$ cat config.mk
export PLATFORM = sky130hd
export DESIGN_NAME = size_budget_lru_cache_index
export DESIGN_NICKNAME = d
export VERILOG_FILES = /design/src/hw/rtl/sblc_pkg.sv /design/src/hw/rtl/sblc_ram.sv /design/src/hw/rtl/sblc_ctrl.sv /design/src/hw/rtl/sblc_dp.sv /design/src/hw/rtl/size_budget_lru_cache_index.sv
export SDC_FILE = /design/constraint.sdc
export NUM_CORES = 2
export LEC_CHECK = 0
export BUFFER_PORTS_ARGS = -buffer_cell sky130_fd_sc_hd__buf_2
export CELL_PAD_IN_SITES_DETAIL_PLACEMENT = 1
export CELL_PAD_IN_SITES_GLOBAL_PLACEMENT = 1
export CORE_ASPECT_RATIO = 0.9
export CORE_MARGIN = 5
export CORE_UTILIZATION = 45
export CTS_CLUSTER_SIZE = 12
export DETAILED_ROUTE_END_ITERATION = 6
export GPL_TIMING_DRIVEN = 0
export PLACE_DENSITY_LB_ADDON = 0.1
export SETUP_SLACK_MARGIN = 0.2
export SYNTH_ARGS = -nofsm -noshare
export SYNTH_HDL_FRONTEND = slang
export SYNTH_SLANG_ARGS = --single-unit
export TNS_END_PERCENT = 100
$ cat constraint.sdc
create_clock -name clk_i -period 23.8 [get_ports clk_i]
set_input_delay 2.38 -clock clk_i [delete_from_list [all_inputs] [get_ports clk_i]]
set_output_delay 2.38 -clock clk_i [all_outputs]
set_load 0.05 [all_outputs]
$ cat src/hw/rtl/sblc_pkg.sv
`default_nettype none
package sblc_pkg;

  localparam int KeyW   = 32;
  localparam int TotW   = 36;
  localparam int StampW = 64;
  localparam int OpW    = 4;

  localparam logic [1:0] REQ_GET = 2'd0;
  localparam logic [1:0] REQ_PUT = 2'd1;
  localparam logic [1:0] REQ_INV = 2'd2;

  localparam logic [OpW-1:0] OP_NONE       = 4'd0;
  localparam logic [OpW-1:0] OP_LATCH      = 4'd1;
  localparam logic [OpW-1:0] OP_SCAN_START = 4'd2;
  localparam logic [OpW-1:0] OP_RD         = 4'd3;
  localparam logic [OpW-1:0] OP_MATCH_CHK  = 4'd4;
  localparam logic [OpW-1:0] OP_MIN_CHK    = 4'd5;
  localparam logic [OpW-1:0] OP_RD_LAST    = 4'd6;
  localparam logic [OpW-1:0] OP_REMOVE     = 4'd7;
  localparam logic [OpW-1:0] OP_EMIT_EVICT = 4'd8;
  localparam logic [OpW-1:0] OP_EMIT_FAIL  = 4'd9;
  localparam logic [OpW-1:0] OP_GET_HIT    = 4'd10;
  localparam logic [OpW-1:0] OP_PUT_UPD    = 4'd11;
  localparam logic [OpW-1:0] OP_PUT_APP    = 4'd12;
  localparam logic [OpW-1:0] OP_EMIT_OK    = 4'd13;

  typedef struct packed {
    logic [KeyW-1:0]   key;
    logic [KeyW-1:0]   hash;
    logic [KeyW-1:0]   size;
    logic [StampW-1:0] stamp;
  } entry_t;

  localparam int EntryW = $bits(entry_t);

  typedef struct packed {
    logic [OpW-1:0] op;
  } cmd_t;

  typedef struct packed {
    logic [1:0] req_type;
    logic       size_zero;
    logic       need_evict;
    logic       key_hit;
    logic       scan_end;
    logic       full;
    logic       found;
    logic       out_free;
  } stat_t;

endpackage
`default_nettype wire

$ cat src/hw/rtl/sblc_ram.sv
`default_nettype none
module sblc_ram #(
  parameter int Width = 8,
  parameter int Depth = 16
) (
  input  wire logic                                    clk_i,
  input  wire logic                                    we_i,
  input  wire logic [(Depth > 1 ? $clog2(Depth) : 1)-1:0] waddr_i,
  input  wire logic [Width-1:0]                        wdata_i,
  input  wire logic [(Depth > 1 ? $clog2(Depth) : 1)-1:0] raddr_i,
  output logic      [Width-1:0]                        rdata_o
);

  logic [Width-1:0] mem [Depth];

  always_ff @(posedge clk_i) begin
    if (we_i) begin
      mem[waddr_i] <= wdata_i;
    end
    rdata_o <= mem[raddr_i];
  end

endmodule
`default_nettype wire

$ cat src/hw/rtl/sblc_ctrl.sv
`default_nettype none
module sblc_ctrl
  import sblc_pkg::*;
(
  input  wire logic  clk_i,
  input  wire logic  rst_ni,
  input  wire logic  in_valid_i,
  output logic       in_stall_o,
  input  wire stat_t stat_i,
  output cmd_t       cmd_o
);

  localparam logic [3:0] S_IDLE   = 4'd0;
  localparam logic [3:0] S_DISP   = 4'd1;
  localparam logic [3:0] S_FAIL   = 4'd2;
  localparam logic [3:0] S_PCHK   = 4'd3;
  localparam logic [3:0] S_LKRD   = 4'd4;
  localparam logic [3:0] S_LKCHK  = 4'd5;
  localparam logic [3:0] S_LKDONE = 4'd6;
  localparam logic [3:0] S_EVRD   = 4'd7;
  localparam logic [3:0] S_EVCHK  = 4'd8;
  localparam logic [3:0] S_RMLAST = 4'd9;
  localparam logic [3:0] S_RMDO   = 4'd10;
  localparam logic [3:0] S_EVEMIT = 4'd11;
  localparam logic [3:0] S_INVOK  = 4'd12;
  localparam logic [3:0] S_GETHIT = 4'd13;
  localparam logic [3:0] S_PUPD   = 4'd14;
  localparam logic [3:0] S_PAPP   = 4'd15;

  logic [3:0] state_q, state_d;
  logic       evfull_q, evfull_d;
  logic       rminv_q, rminv_d;

  assign in_stall_o = (state_q != S_IDLE);

  always_comb begin
    state_d  = state_q;
    evfull_d = evfull_q;
    rminv_d  = rminv_q;
    cmd_o.op = OP_NONE;
    case (state_q)
      S_IDLE: begin
        if (in_valid_i) begin
          cmd_o.op = OP_LATCH;
          state_d  = S_DISP;
        end
      end
      S_DISP: begin
        case (stat_i.req_type)
          REQ_GET, REQ_INV: begin
            cmd_o.op = OP_SCAN_START;
            state_d  = S_LKRD;
          end
          REQ_PUT: state_d = stat_i.size_zero ? S_FAIL : S_PCHK;
          default: state_d = S_FAIL;
        endcase
      end
      S_FAIL: begin
        if (stat_i.out_free) begin
          cmd_o.op = OP_EMIT_FAIL;
          state_d  = S_IDLE;
        end
      end
      S_PCHK: begin
        cmd_o.op = OP_SCAN_START;
        if (stat_i.need_evict) begin
          evfull_d = 1'b0;
          rminv_d  = 1'b0;
          state_d  = S_EVRD;
        end else begin
          state_d = S_LKRD;
        end
      end
      S_LKRD: begin
        if (stat_i.scan_end) begin
          state_d = S_LKDONE;
        end else begin
          cmd_o.op = OP_RD;
          state_d  = S_LKCHK;
        end
      end
      S_LKCHK: begin
        cmd_o.op = OP_MATCH_CHK;
        state_d  = stat_i.key_hit ? S_LKDONE : S_LKRD;
      end
      S_LKDONE: begin
        case (stat_i.req_type)
          REQ_GET: state_d = stat_i.found ? S_GETHIT : S_FAIL;
          REQ_INV: begin
            rminv_d = 1'b1;
            state_d = stat_i.found ? S_RMLAST : S_FAIL;
          end
          REQ_PUT: begin
            if (stat_i.found) begin
              state_d = S_PUPD;
            end else if (stat_i.full) begin
              cmd_o.op = OP_SCAN_START;
              evfull_d = 1'b1;
              rminv_d  = 1'b0;
              state_d  = S_EVRD;
            end else begin
              state_d = S_PAPP;
            end
          end
          default: state_d = S_FAIL;
        endcase
      end
      S_EVRD: begin
        if (stat_i.scan_end) begin
          state_d = S_RMLAST;
        end else begin
          cmd_o.op = OP_RD;
          state_d  = S_EVCHK;
        end
      end
      S_EVCHK: begin
        cmd_o.op = OP_MIN_CHK;
        state_d  = S_EVRD;
      end
      S_RMLAST: begin
        cmd_o.op = OP_RD_LAST;
        state_d  = S_RMDO;
      end
      S_RMDO: begin
        cmd_o.op = OP_REMOVE;
        state_d  = rminv_q ? S_INVOK : S_EVEMIT;
      end
      S_EVEMIT: begin
        if (stat_i.out_free) begin
          cmd_o.op = OP_EMIT_EVICT;
          state_d  = evfull_q ? S_PAPP : S_PCHK;
        end
      end
      S_INVOK: begin
        if (stat_i.out_free) begin
          cmd_o.op = OP_EMIT_OK;
          state_d  = S_IDLE;
        end
      end
      S_GETHIT: begin
        if (stat_i.out_free) begin
          cmd_o.op = OP_GET_HIT;
          state_d  = S_IDLE;
        end
      end
      S_PUPD: begin
        if (stat_i.out_free) begin
          cmd_o.op = OP_PUT_UPD;
          state_d  = S_IDLE;
        end
      end
      S_PAPP: begin
        if (stat_i.out_free) begin
          cmd_o.op = OP_PUT_APP;
          state_d  = S_IDLE;
        end
      end
      default: state_d = S_IDLE;
    endcase
  end

  always_ff @(posedge clk_i or negedge rst_ni) begin
    if (!rst_ni) begin
      state_q  <= S_IDLE;
      evfull_q <= 1'b0;
      rminv_q  <= 1'b0;
    end else begin
      state_q  <= state_d;
      evfull_q <= evfull_d;
      rminv_q  <= rminv_d;
    end
  end

endmodule
`default_nettype wire

$ cat src/hw/rtl/sblc_dp.sv
`default_nettype none
module sblc_dp
  import sblc_pkg::*;
#(
  parameter int MaxEntries = 16
) (
  input  wire logic              clk_i,
  input  wire logic              rst_ni,
  input  wire cmd_t              cmd_i,
  output stat_t                  stat_o,
  input  wire logic              cfg_we_i,
  input  wire logic [31:0]       cfg_wdata_i,
  output logic      [31:0]       limit_o,
  input  wire logic [1:0]        req_type_i,
  input  wire logic [KeyW-1:0]   key_i,
  input  wire logic [KeyW-1:0]   entry_hash_i,
  input  wire logic [KeyW-1:0]   entry_size_i,
  output logic                   out_valid_o,
  input  wire logic              out_stall_i,
  output logic                   is_eviction_o,
  output logic      [KeyW-1:0]   out_key_o,
  output logic                   ok_o,
  output logic      [KeyW-1:0]   out_hash_o,
  output logic      [KeyW-1:0]   out_size_o,
  output logic      [TotW-1:0]   total_used_o,
  output logic      [4:0]        used_entries_o,
  output logic                   last_o
);

  localparam int CW = $clog2(MaxEntries + 1);
  localparam int AW = (MaxEntries > 1) ? $clog2(MaxEntries) : 1;

  logic [1:0]        req_q;
  logic [KeyW-1:0]   key_q, hash_q, size_q;
  logic [KeyW-1:0]   cap_key_q, cap_hash_q, cap_size_q;
  logic [StampW-1:0] min_q;
  logic [AW-1:0]     tgt_q;
  logic [31:0]       limit_q, limit_d;
  logic [CW-1:0]     count_q, count_d, scan_q, scan_d;
  logic [TotW-1:0]   total_q, total_d;
  logic [StampW-1:0] clock_q, clock_d;
  logic              found_q, found_d;
  logic              ov_q, ov_d;

  logic              we;
  logic [AW-1:0]     waddr, raddr;
  entry_t            wdata, rd;
  logic [EntryW-1:0] rdata;
  logic              emit;
  logic [TotW:0]     need_sum;

  sblc_ram #(.Width(EntryW), .Depth(MaxEntries)) u_ram (
    .clk_i   (clk_i),
    .we_i    (we),
    .waddr_i (waddr),
    .wdata_i (wdata),
    .raddr_i (raddr),
    .rdata_o (rdata)
  );

  assign rd       = entry_t'(rdata);
  assign need_sum = {1'b0, total_q} + {5'b0, size_q};

  assign stat_o.req_type   = req_q;
  assign stat_o.size_zero  = (size_q == '0);
  assign stat_o.need_evict = (need_sum > {5'b0, limit_q}) && (count_q != '0);
  assign stat_o.key_hit    = (rd.key == key_q);
  assign stat_o.scan_end   = (scan_q == count_q);
  assign stat_o.full       = (count_q >= CW'(MaxEntries));
  assign stat_o.found      = found_q;
  assign stat_o.out_free   = !ov_q || !out_stall_i;

  assign limit_o = limit_q;

  always_comb begin
    we      = 1'b0;
    waddr   = tgt_q;
    raddr   = scan_q[AW-1:0];
    wdata   = '{key: key_q, hash: hash_q, size: size_q, stamp: clock_q};
    limit_d = cfg_we_i ? cfg_wdata_i : limit_q;
    count_d = count_q;
    total_d = total_q;
    clock_d = clock_q;
    scan_d  = scan_q;
    found_d = found_q;
    emit    = 1'b0;
    case (cmd_i.op)
      OP_SCAN_START: begin
        scan_d  = '0;
        found_d = 1'b0;
      end
      OP_MATCH_CHK, OP_MIN_CHK: scan_d = CW'(scan_q + 1'b1);
      OP_RD_LAST:   raddr = AW'(count_q - 1'b1);
      OP_REMOVE: begin
        we      = 1'b1;
        wdata   = rd;
        total_d = total_q - TotW'(cap_size_q);
        count_d = CW'(count_q - 1'b1);
      end
      OP_EMIT_EVICT, OP_EMIT_FAIL, OP_EMIT_OK: emit = 1'b1;
      OP_GET_HIT: begin
        we      = 1'b1;
        wdata   = '{key: cap_key_q, hash: cap_hash_q, size: cap_size_q, stamp: clock_q};
        clock_d = clock_q + 1'b1;
        emit    = 1'b1;
      end
      OP_PUT_UPD: begin
        we      = 1'b1;
        clock_d = clock_q + 1'b1;
        total_d = total_q - TotW'(cap_size_q) + TotW'(size_q);
        emit    = 1'b1;
      end
      OP_PUT_APP: begin
        we      = 1'b1;
        waddr   = AW'(count_q);
        clock_d = clock_q + 1'b1;
        total_d = total_q + TotW'(size_q);
        count_d = CW'(count_q + 1'b1);
        emit    = 1'b1;
      end
      default: ;
    endcase
    if (cmd_i.op == OP_MATCH_CHK && stat_o.key_hit) begin
      found_d = 1'b1;
    end
    ov_d = emit ? 1'b1 : (out_stall_i ? ov_q : 1'b0);
  end

  always_ff @(posedge clk_i or negedge rst_ni) begin
    if (!rst_ni) begin
      limit_q <= '1;
      count_q <= '0;
      total_q <= '0;
      clock_q <= '0;
      scan_q  <= '0;
      found_q <= 1'b0;
      ov_q    <= 1'b0;
    end else begin
      limit_q <= limit_d;
      count_q <= count_d;
      total_q <= total_d;
      clock_q <= clock_d;
      scan_q  <= scan_d;
      found_q <= found_d;
      ov_q    <= ov_d;
    end
  end

  always_ff @(posedge clk_i) begin
    if (cmd_i.op == OP_LATCH) begin
      req_q  <= req_type_i;
      key_q  <= key_i;
      hash_q <= entry_hash_i;
      size_q <= entry_size_i;
    end
    if ((cmd_i.op == OP_MATCH_CHK && stat_o.key_hit) ||
        (cmd_i.op == OP_MIN_CHK && (scan_q == '0 || rd.stamp < min_q))) begin
      tgt_q      <= scan_q[AW-1:0];
      min_q      <= rd.stamp;
      cap_key_q  <= rd.key;
      cap_hash_q <= rd.hash;
      cap_size_q <= rd.size;
    end
    if (emit) begin
      is_eviction_o  <= (cmd_i.op == OP_EMIT_EVICT);
      out_key_o      <= (cmd_i.op == OP_EMIT_EVICT) ? cap_key_q : key_q;
      ok_o           <= (cmd_i.op != OP_EMIT_EVICT) && (cmd_i.op != OP_EMIT_FAIL);
      out_hash_o     <= (cmd_i.op == OP_GET_HIT) ? cap_hash_q : '0;
      out_size_o     <= (cmd_i.op == OP_GET_HIT) ? cap_size_q : '0;
      total_used_o   <= total_d;
      used_entries_o <= 5'(count_d);
      last_o         <= (cmd_i.op != OP_EMIT_EVICT);
    end
  end

  assign out_valid_o = ov_q;

endmodule
`default_nettype wire

$ cat src/hw/rtl/size_budget_lru_cache_index.sv
// Size-budget LRU cache index. Requests (get, put, invalidate) transfer one
// at a time; each yields zero or more eviction notices followed by one
// completion marked last. All entry storage lives in a single RAM with a
// registered read, and each table scan reads and then checks the valid
// entries one at a time. A put may scan the table again after an eviction
// it causes, and output stalls hold off the remaining steps. The byte budget
// register sits at byte address 0 and should be written only when idle.
`default_nettype none
module size_budget_lru_cache_index
  import sblc_pkg::*;
#(
  parameter int MAX_ENTRIES = 16
) (
  input  wire logic              clk_i,
  input  wire logic              rst_ni,
  input  wire logic              psel,
  input  wire logic              penable,
  input  wire logic              pwrite,
  input  wire logic [2:0]        paddr,
  input  wire logic [31:0]       pwdata,
  output logic      [31:0]       prdata,
  output logic                   pready,
  input  wire logic              in_valid_i,
  output logic                   in_stall_o,
  input  wire logic [1:0]        req_type_i,
  input  wire logic [KeyW-1:0]   key_i,
  input  wire logic [KeyW-1:0]   entry_hash_i,
  input  wire logic [KeyW-1:0]   entry_size_i,
  output logic                   out_valid_o,
  input  wire logic              out_stall_i,
  output logic                   is_eviction_o,
  output logic      [KeyW-1:0]   out_key_o,
  output logic                   ok_o,
  output logic      [KeyW-1:0]   out_hash_o,
  output logic      [KeyW-1:0]   out_size_o,
  output logic      [TotW-1:0]   total_used_o,
  output logic      [4:0]        used_entries_o,
  output logic                   last_o
);

  cmd_t        cmd;
  stat_t       stat;
  logic        cfg_we;
  logic [31:0] limit;

  assign pready = 1'b1;
  assign cfg_we = psel && penable && pwrite && (paddr[2] == 1'b0);
  assign prdata = (paddr[2] == 1'b0) ? limit : '0;

  sblc_ctrl u_ctrl (
    .clk_i      (clk_i),
    .rst_ni     (rst_ni),
    .in_valid_i (in_valid_i),
    .in_stall_o (in_stall_o),
    .stat_i     (stat),
    .cmd_o      (cmd)
  );

  sblc_dp #(.MaxEntries(MAX_ENTRIES)) u_dp (
    .clk_i          (clk_i),
    .rst_ni         (rst_ni),
    .cmd_i          (cmd),
    .stat_o         (stat),
    .cfg_we_i       (cfg_we),
    .cfg_wdata_i    (pwdata),
    .limit_o        (limit),
    .req_type_i     (req_type_i),
    .key_i          (key_i),
    .entry_hash_i   (entry_hash_i),
    .entry_size_i   (entry_size_i),
    .out_valid_o    (out_valid_o),
    .out_stall_i    (out_stall_i),
    .is_eviction_o  (is_eviction_o),
    .out_key_o      (out_key_o),
    .ok_o           (ok_o),
    .out_hash_o     (out_hash_o),
    .out_size_o     (out_size_o),
    .total_used_o   (total_used_o),
    .used_entries_o (used_entries_o),
    .last_o         (last_o)
  );

endmodule
`default_nettype wire

# --- Yosys cells after proc, flatten, opt, wreduce, memory -nomap -nowiden ---
# Memory sizes are Yosys's and may differ from the RTL's. A register that Yosys moved wholly into a read port is not among the register bits.
# Cells that the tools add are included.
totals:
  ram_bits: 2560
  n_memories: 1
  output_inout_bits: 175
  register_bits: 552
memory_table:
  columns: ["name", "words", "width", "read_ports", "rd_ports_with_merged_regs", "write_ports", "line", "source"]
  rows:
  - ["u_dp.u_ram.mem", 16, 160, 1, 1, 1, "sblc_ram.sv:14", "logic [Width-1:0] mem [Depth];"]
op_classes:
  eq_ne: 44
  addsub: 8
  n_mux: 55
  bitwise: 1
  n_reduce_logical: 31
  magnitude_cmp: 3
op_table:
  columns: ["operator", "n"]
  rows:
  - ["$pmux W160 S2", 1]
  - ["$pmux W36 S3", 1]
  - ["$add A36 B32 Y36", 2]
  - ["$mux W4", 18]
  - ["$add A64 B1 Y64 const B", 1]
  - ["$lt A64 B64 Y1", 1]
  - ["$mux W32", 2]
  - ["$pmux W4 S15", 1]
  - ["$eq A4 B4 Y1 const B", 14]
  - ["$pmux W4 S12", 1]
  - ["$add A36 B32 Y37", 1]
  - ["$gt A37 B32 Y1", 1]
  - ["$sub A36 B32 Y36", 1]
  - ["$eq A32 B32 Y1", 1]
  - ["$eq A4 B3 Y1 const B", 8]
  - ["$logic_not A32 Y1", 1]
  - ["$pmux W5 S2", 2]
  - ["$mux W1", 17]
  - ["$eq A4 B2 Y1 const B", 3]
  - ["$mux W2", 6]
  - ["$pmux W4 S3", 1]
  - ["$add A5 B1 Y5 const B", 2]
  - ["$ne A2 B2 Y1 const B", 5]
  - ["$reduce_and A5 Y1", 2]
  - ["other kinds (29)", 49]

# --- Depth between registers and ports, before layout ---
logic_depth:
  ltp_word: 10
  ltp_mapped: 25

# --- Hierarchy ---
# From an unflattened synthesis, not the netlist that was laid out.
unflattened:
  cells_unflattened: 7055
  hier_area_um2: 129795.7
modules_own_cells:
  columns: ["module", "instances", "cells_each", "area_per_inst_um2"]
  rows:
  - ["sblc_ram", 1, 4191, 99300.2]
  - ["sblc_dp", 1, 2721, 29532.1]
  - ["sblc_ctrl", 1, 105, 719.4]
  - ["size_budget_lru_cache_index", 1, 38, 244.0]

# --- Least setup slack after synthesis ---
# Ideal clock, no wire load.
synth_timing:
  path_type: "input -> register"
  startpoint: "input out_stall_i"
  endpoint: "memory u_dp.u_ram.mem[11][0] (netlist name) (enable)"
  arrival_ns: 10.431
  path_slack_ns: 12.686
  cell_stages: 6
  setup_time_ns: 0.683
  path_buffers: 1
  path_cell_list: "a21bo_4 > or3_1 > clkbuf_1 > mux2i_1 > or3_1 > nor2_1"
synth_via:
  elab_chain_len: 9
  word_cells_on_any_way: 18
  classes_between: "4 x eq/ne; 11 x mux; 3 x reduce/logical"
synth_lines:
  columns: ["item", "line", "source"]
  rows:
  - ["from (decl)", "size_budget_lru_cache_index.sv:30", "input wire logic out_stall_i,"]
  - ["$logic_not A1 Y1 *", "sblc_dp.sv:71", "assign stat_o.out_free = !ov_q || !out_stall_i;"]
  - ["$logic_or A1 B1 Y1 *", "sblc_dp.sv:71", null]
  - ["$mux W4, or another cell as far along", "sblc_ctrl.sv:147", "if (stat_i.out_free) begin"]
  - ["$pmux W4 S15 *", "sblc_ctrl.sv:41", "case (state_q)"]
  - ["$eq A4 B3 Y1 or $eq A4 B4 Y1 (tied branches)", "sblc_dp.sv:87", "case (cmd_i.op)"]
  - ["$reduce_or A4 Y1 (no source line)", null, null]
  - ["$mux W1", "sblc_dp.sv:87", null]
  - ["$mux W1", "sblc_ram.sv:17", "if (we_i) begin"]
  - ["$mux W1 (implied by the code)", "sblc_ram.sv:18", "mem[waddr_i] <= wdata_i;"]
  - ["to (decl)", "sblc_ram.sv:14", null]
# Mark *: on every way between the ends. The rest lies on a longest branch, timed or not.

# --- Worst setup path after layout ---
layout_timing:
  startpoint: "input out_stall_i"
  endpoint: "register u_dp.total_used_o[33] (data pin)"
layout_via:
  elab_chain_len: 6
  word_cells_on_any_way: 13
  classes_between: "3 x eq/ne; 8 x mux; 2 x reduce/logical"
layout_lines:
  columns: ["item", "line", "source"]
  rows:
  - ["$logic_not A1 Y1 *", "sblc_dp.sv:71", null]
  - ["$logic_or A1 B1 Y1 *", "sblc_dp.sv:71", null]
  - ["$mux W4, or another cell as far along", "sblc_ctrl.sv:147", null]
  - ["$pmux W4 S15 *", "sblc_ctrl.sv:41", null]
  - ["$eq A4 B4 Y1 or $eq A4 B3 Y1 (tied branches)", "sblc_dp.sv:87", null]
  - ["$pmux W36 S3 *", "sblc_dp.sv:87", null]
  - ["named net u_dp.total_d[33]", "sblc_dp.sv:40", "logic [TotW-1:0] total_q, total_d;"]
  - ["to (signal assigned)", "sblc_dp.sv:170", "total_used_o <= total_d;"]
  - ["to (decl)", "sblc_dp.sv:25", "output logic [TotW-1:0] total_used_o,"]
# Mark *: on every way through the listed nets, which the timed path passes. The rest lies on a longest branch.
# A chain may end at the register's enable or synchronous reset.

==> results.sh <==
export IMPL_setup_violations_final=0
export IMPL_ys_seq_elements=3272
export IMPL_crit_type="in2reg"
export IMPL_slew_headroom_pct=2.42
export IMPL_cts_sinks=3272
export IMPL_path_cells="buf_2 > nand2_1 > nand3_1 > nor2_1 > clkbuf_1 > clkbuf_1 > clkbuf_1 > nand2_1 > nand2_1 > ha_1 > clkbuf_1 > o21a_1 > nor2_1 > o21ai_0 > nand4_1 > o31ai_1 > a21o_1 > a31oi_1 > nor2_1 > xnor2_1 > o21ai_0"
export IMPL_final_cell_mix="edfxtp_1 (2962), mux4_2 (640), nand2_1 (465), buf_2 (392), clkbuf_16 (348)"
export IMPL_core_area_mm2=0.289
export IMPL_drc=0
export IMPL_cts_tree="built"
export IMPL_path_clk_slew_ns=0.07
export IMPL_crit_required_ns=24.47
export IMPL_critPathBufInv=5
export IMPL_crit_start="out_stall_i"
export IMPL_synth_area_mm2=0.131
export IMPL_cts_setup_buffers=0
export IMPL_grt_pass1_vias=75100
export IMPL_cts_made_buffers=344
export IMPL_hold_violations=0
export IMPL_tightest_slew_ns=1.46
export IMPL_rows=187
export IMPL_end_kind="flop"
export IMPL_crit_path_start_kind="primary input"
export IMPL_hp_class="reg2reg"
export IMPL_yosysSeqAreaShare_pct=73.5
export IMPL_grt_antenna_before_repair=29
export IMPL_wire_per_inst_um=31.7
export IMPL_syn_area_per_cell_um2=18.4
export IMPL_wirelength_mm=383
export IMPL_drt_pass1_iter_count=5
export IMPL_grt_max_degree=83
export IMPL_placedCellCount=11500
export IMPL_drive_gt1_share_pct=22.5
export IMPL_vias_per_cell=5.90
export IMPL_ys_flop_type="edfxtp_1"
export IMPL_async_reset_ff_share_pct=4.58
export IMPL_io_pins=315
export IMPL_slowest_delay_ns=0.77
export IMPL_peakVddDrop_mv=0.0848
export IMPL_gr_total_overflow=0
export IMPL_timing_final_crit_share_pct=34.7
export IMPL_synth_edf_count=2962
export IMPL_finalClockSkew_ns=0.0827
export IMPL_syn_inst=7091
export IMPL_drt_initial_drc_count=7176
export IMPL_grt_first_pass_wirelength_mm=550
export IMPL_r2r_slack_ns=16.70
export IMPL_vias=71400
export IMPL_whs_path_depth=0
export IMPL_period_needed_ns=8.25
export IMPL_worst_path_max_fanout=10
export IMPL_cp_top_family="buffers and inverters"
export IMPL_ys_warn_count=0
export IMPL_ant_nets=0
export IMPL_r2r_start="u_ctrl.state_q[1]$_DFFE_PN0P_"
export IMPL_layout_cells_non_filler=12100
export IMPL_final_common_cell="edfxtp_1"
export IMPL_multi_input_area_mm2=0.0327
export IMPL_seq_area_mm2=0.0959
export IMPL_rsz0062_at_grt="no"
export IMPL_clockBufferDepth=4
export IMPL_place_gp_congestion=0.884
export IMPL_yosys_area_top_type="edfxtp_1"
export IMPL_clock_latency_ns=0.97
export IMPL_cpMostUsedCell="clkbuf_1"
export IMPL_synthTopCellsByArea="edfxtp_1 (68%), mux4_2 (11%), dfxtp_1 (2.5%)"
export IMPL_yosysTopAreaCellShare_pct=68.1
export IMPL_start_util_pct=45.2
export IMPL_power_density_mw_per_mm2=128
export IMPL_cts_htree_levels=5
export IMPL_grtUsageTotal_pct=25.2
export IMPL_placement_io_buffers=311
export IMPL_rr_endpoint="u_dp.total_used_o[33]$_DFFE_PP_"
export IMPL_reg2regPathDepth=19
export IMPL_dp_hpwl_mm=256
export IMPL_crit_end="u_dp.total_used_o[33]$_DFFE_PP_"
export IMPL_fp_dieW_um=578
export IMPL_slew_viol_final=0
export IMPL_tns_ns=0
export IMPL_dieHeight_um=521
export IMPL_outcome="finished clean"
export IMPL_netlist_cell_type_count=84
export IMPL_whs_ns=0.429
export IMPL_cp_arrival_ns=8.92
export IMPL_fillerInstances=26300
export IMPL_path_depth=21
export IMPL_cap_violations=0
export IMPL_cp_slowest_cell="clkbuf_1"
export IMPL_power_static_leakage_nw=54.0
export IMPL_min_delay_start="u_dp.u_ram.rdata_o[84]$_DFF_P_"
export IMPL_area_delta_synth_final_pct=16.0
export IMPL_syn_num_nets=7433
export IMPL_clockRootBuffer="clkbuf_16"
export IMPL_fin_nets=8269
export IMPL_cts_resized=0
export IMPL_die_area_mm2=0.301
export IMPL_clock_fmax_mhz=121
export IMPL_hold_buffers=0
-- cells in the mapped netlist, types with 67 or more instances --
cell	number
edfxtp_1	2962
mux4_2	640
nand2_1	465
a21oi_1	298
clkbuf_1	218
ha_1	199
nor2b_1	182
a211oi_1	176
nor2_1	173
inv_1	167
mux2i_1	163
dfxtp_1	160
dfrtp_1	118
o21ai_0	116
xnor2_1	100
xor2_1	97
buf_2	78
a221o_1	77
a21o_1	74
mux2_2	67
-- through the flow --
stage	util [%]	total power, mW	instance area [um2]	setup slack [ns]
final	52.5	19.4	151000	15.55
after CTS	52.4	19.5	151000	15.63
after floorplan	-	12.0	131000	12.69
after detailed placement	48.7	14.2	140000	14.64
after global routing	52.5	20.3	151000	15.22
after global placement	47.4	14.1	137000	0.569
-- worst min path at each step --
stage / endpoint
2_1_floorplan: u_dp.cap_hash_q[0]$_DFFE_PP_
3_3_place_gp: u_dp.cap_hash_q[16]$_DFFE_PP_
3_5_place_dp: u_dp.cap_size_q[27]$_DFFE_PP_
4_1_cts: u_dp.cap_size_q[27]$_DFFE_PP_
5_1_grt: u_dp.cap_size_q[20]$_DFFE_PP_
6_report: u_dp.cap_size_q[20]$_DFFE_PP_
-- kinds of logic (layout without fill, tap and decap cells) --
| group | Yosys count | after routing | share of synthesized area, % |
|---|---|---|---|
| flops | 3272 | 3272 | 73.5 |
| buf+inv | 507 | 1628 | 1.54 |
| compound gates | 921 | 921 | 4.67 |
| xor+xnor | 197 | 197 | 1.32 |
| simple gates | 1121 | 1121 | 4.14 |
| fa+ha+maj | 202 | 202 | 1.95 |
| other cells | 1 | 9 | 0.00287 |
| mux | 870 | 870 | 12.9 |
-- power breakdown --
part | internal (mW) | switching [mW] | total (mW)
Sequential | 7.38 | 0.384 | 7.76
Clock | 2.97 | 2.27 | 5.24
Combinational | 2.30 | 4.06 | 6.35
-- layout make-up --
| cell class | instances | share of cell area (%) |
|---|---|---|
| antenna | 8 | 0.0132 |
| clock inverter | 115 | 0.834 |
| sequential | 3272 | 63.3 |
| multi-input combinational | 3312 | 21.6 |
| inverter | 169 | 0.419 |
| clock buffer | 516 | 6.38 |
| tap | 3874 | 3.20 |
| buffer | 338 | 0.934 |
| timing repair buffer | 490 | 3.28 |
-- registers in the layout, indices dropped and copies added, names as in the netlist, 2 cells and up --
signal and count:
u_dp.tgt_q 4, u_dp.size_q 32, u_dp.out_size_o 32, u_dp.used_entries_o 5, u_dp.limit_o 32, u_dp.req_q 2, u_dp.total_q 36, u_dp.out_hash_o 32
u_dp.clock_q 64, u_dp.cap_hash_q 32, u_dp.key_q 32, u_dp.scan_q 5, u_dp.hash_q 32, u_dp.min_q 64, u_dp.cap_size_q 32, u_dp.out_key_o 32
u_ctrl.state_q 4, u_dp.u_ram.rdata_o 160, u_dp.u_ram.mem 2560, u_dp.count_q 5, u_dp.cap_key_q 32, u_dp.total_used_o 36
-- layer usage --
layer  GRT usage [%]  vias up  routed length [um]
li1                -    30000                   -
met1            36.4    38000              166000
met2            40.2     2738              181000
met3            3.76      591               25300
met4            7.23        4               11300
met5               0        -                  27
No activity file was read; power rests on OpenSTA's default activity.
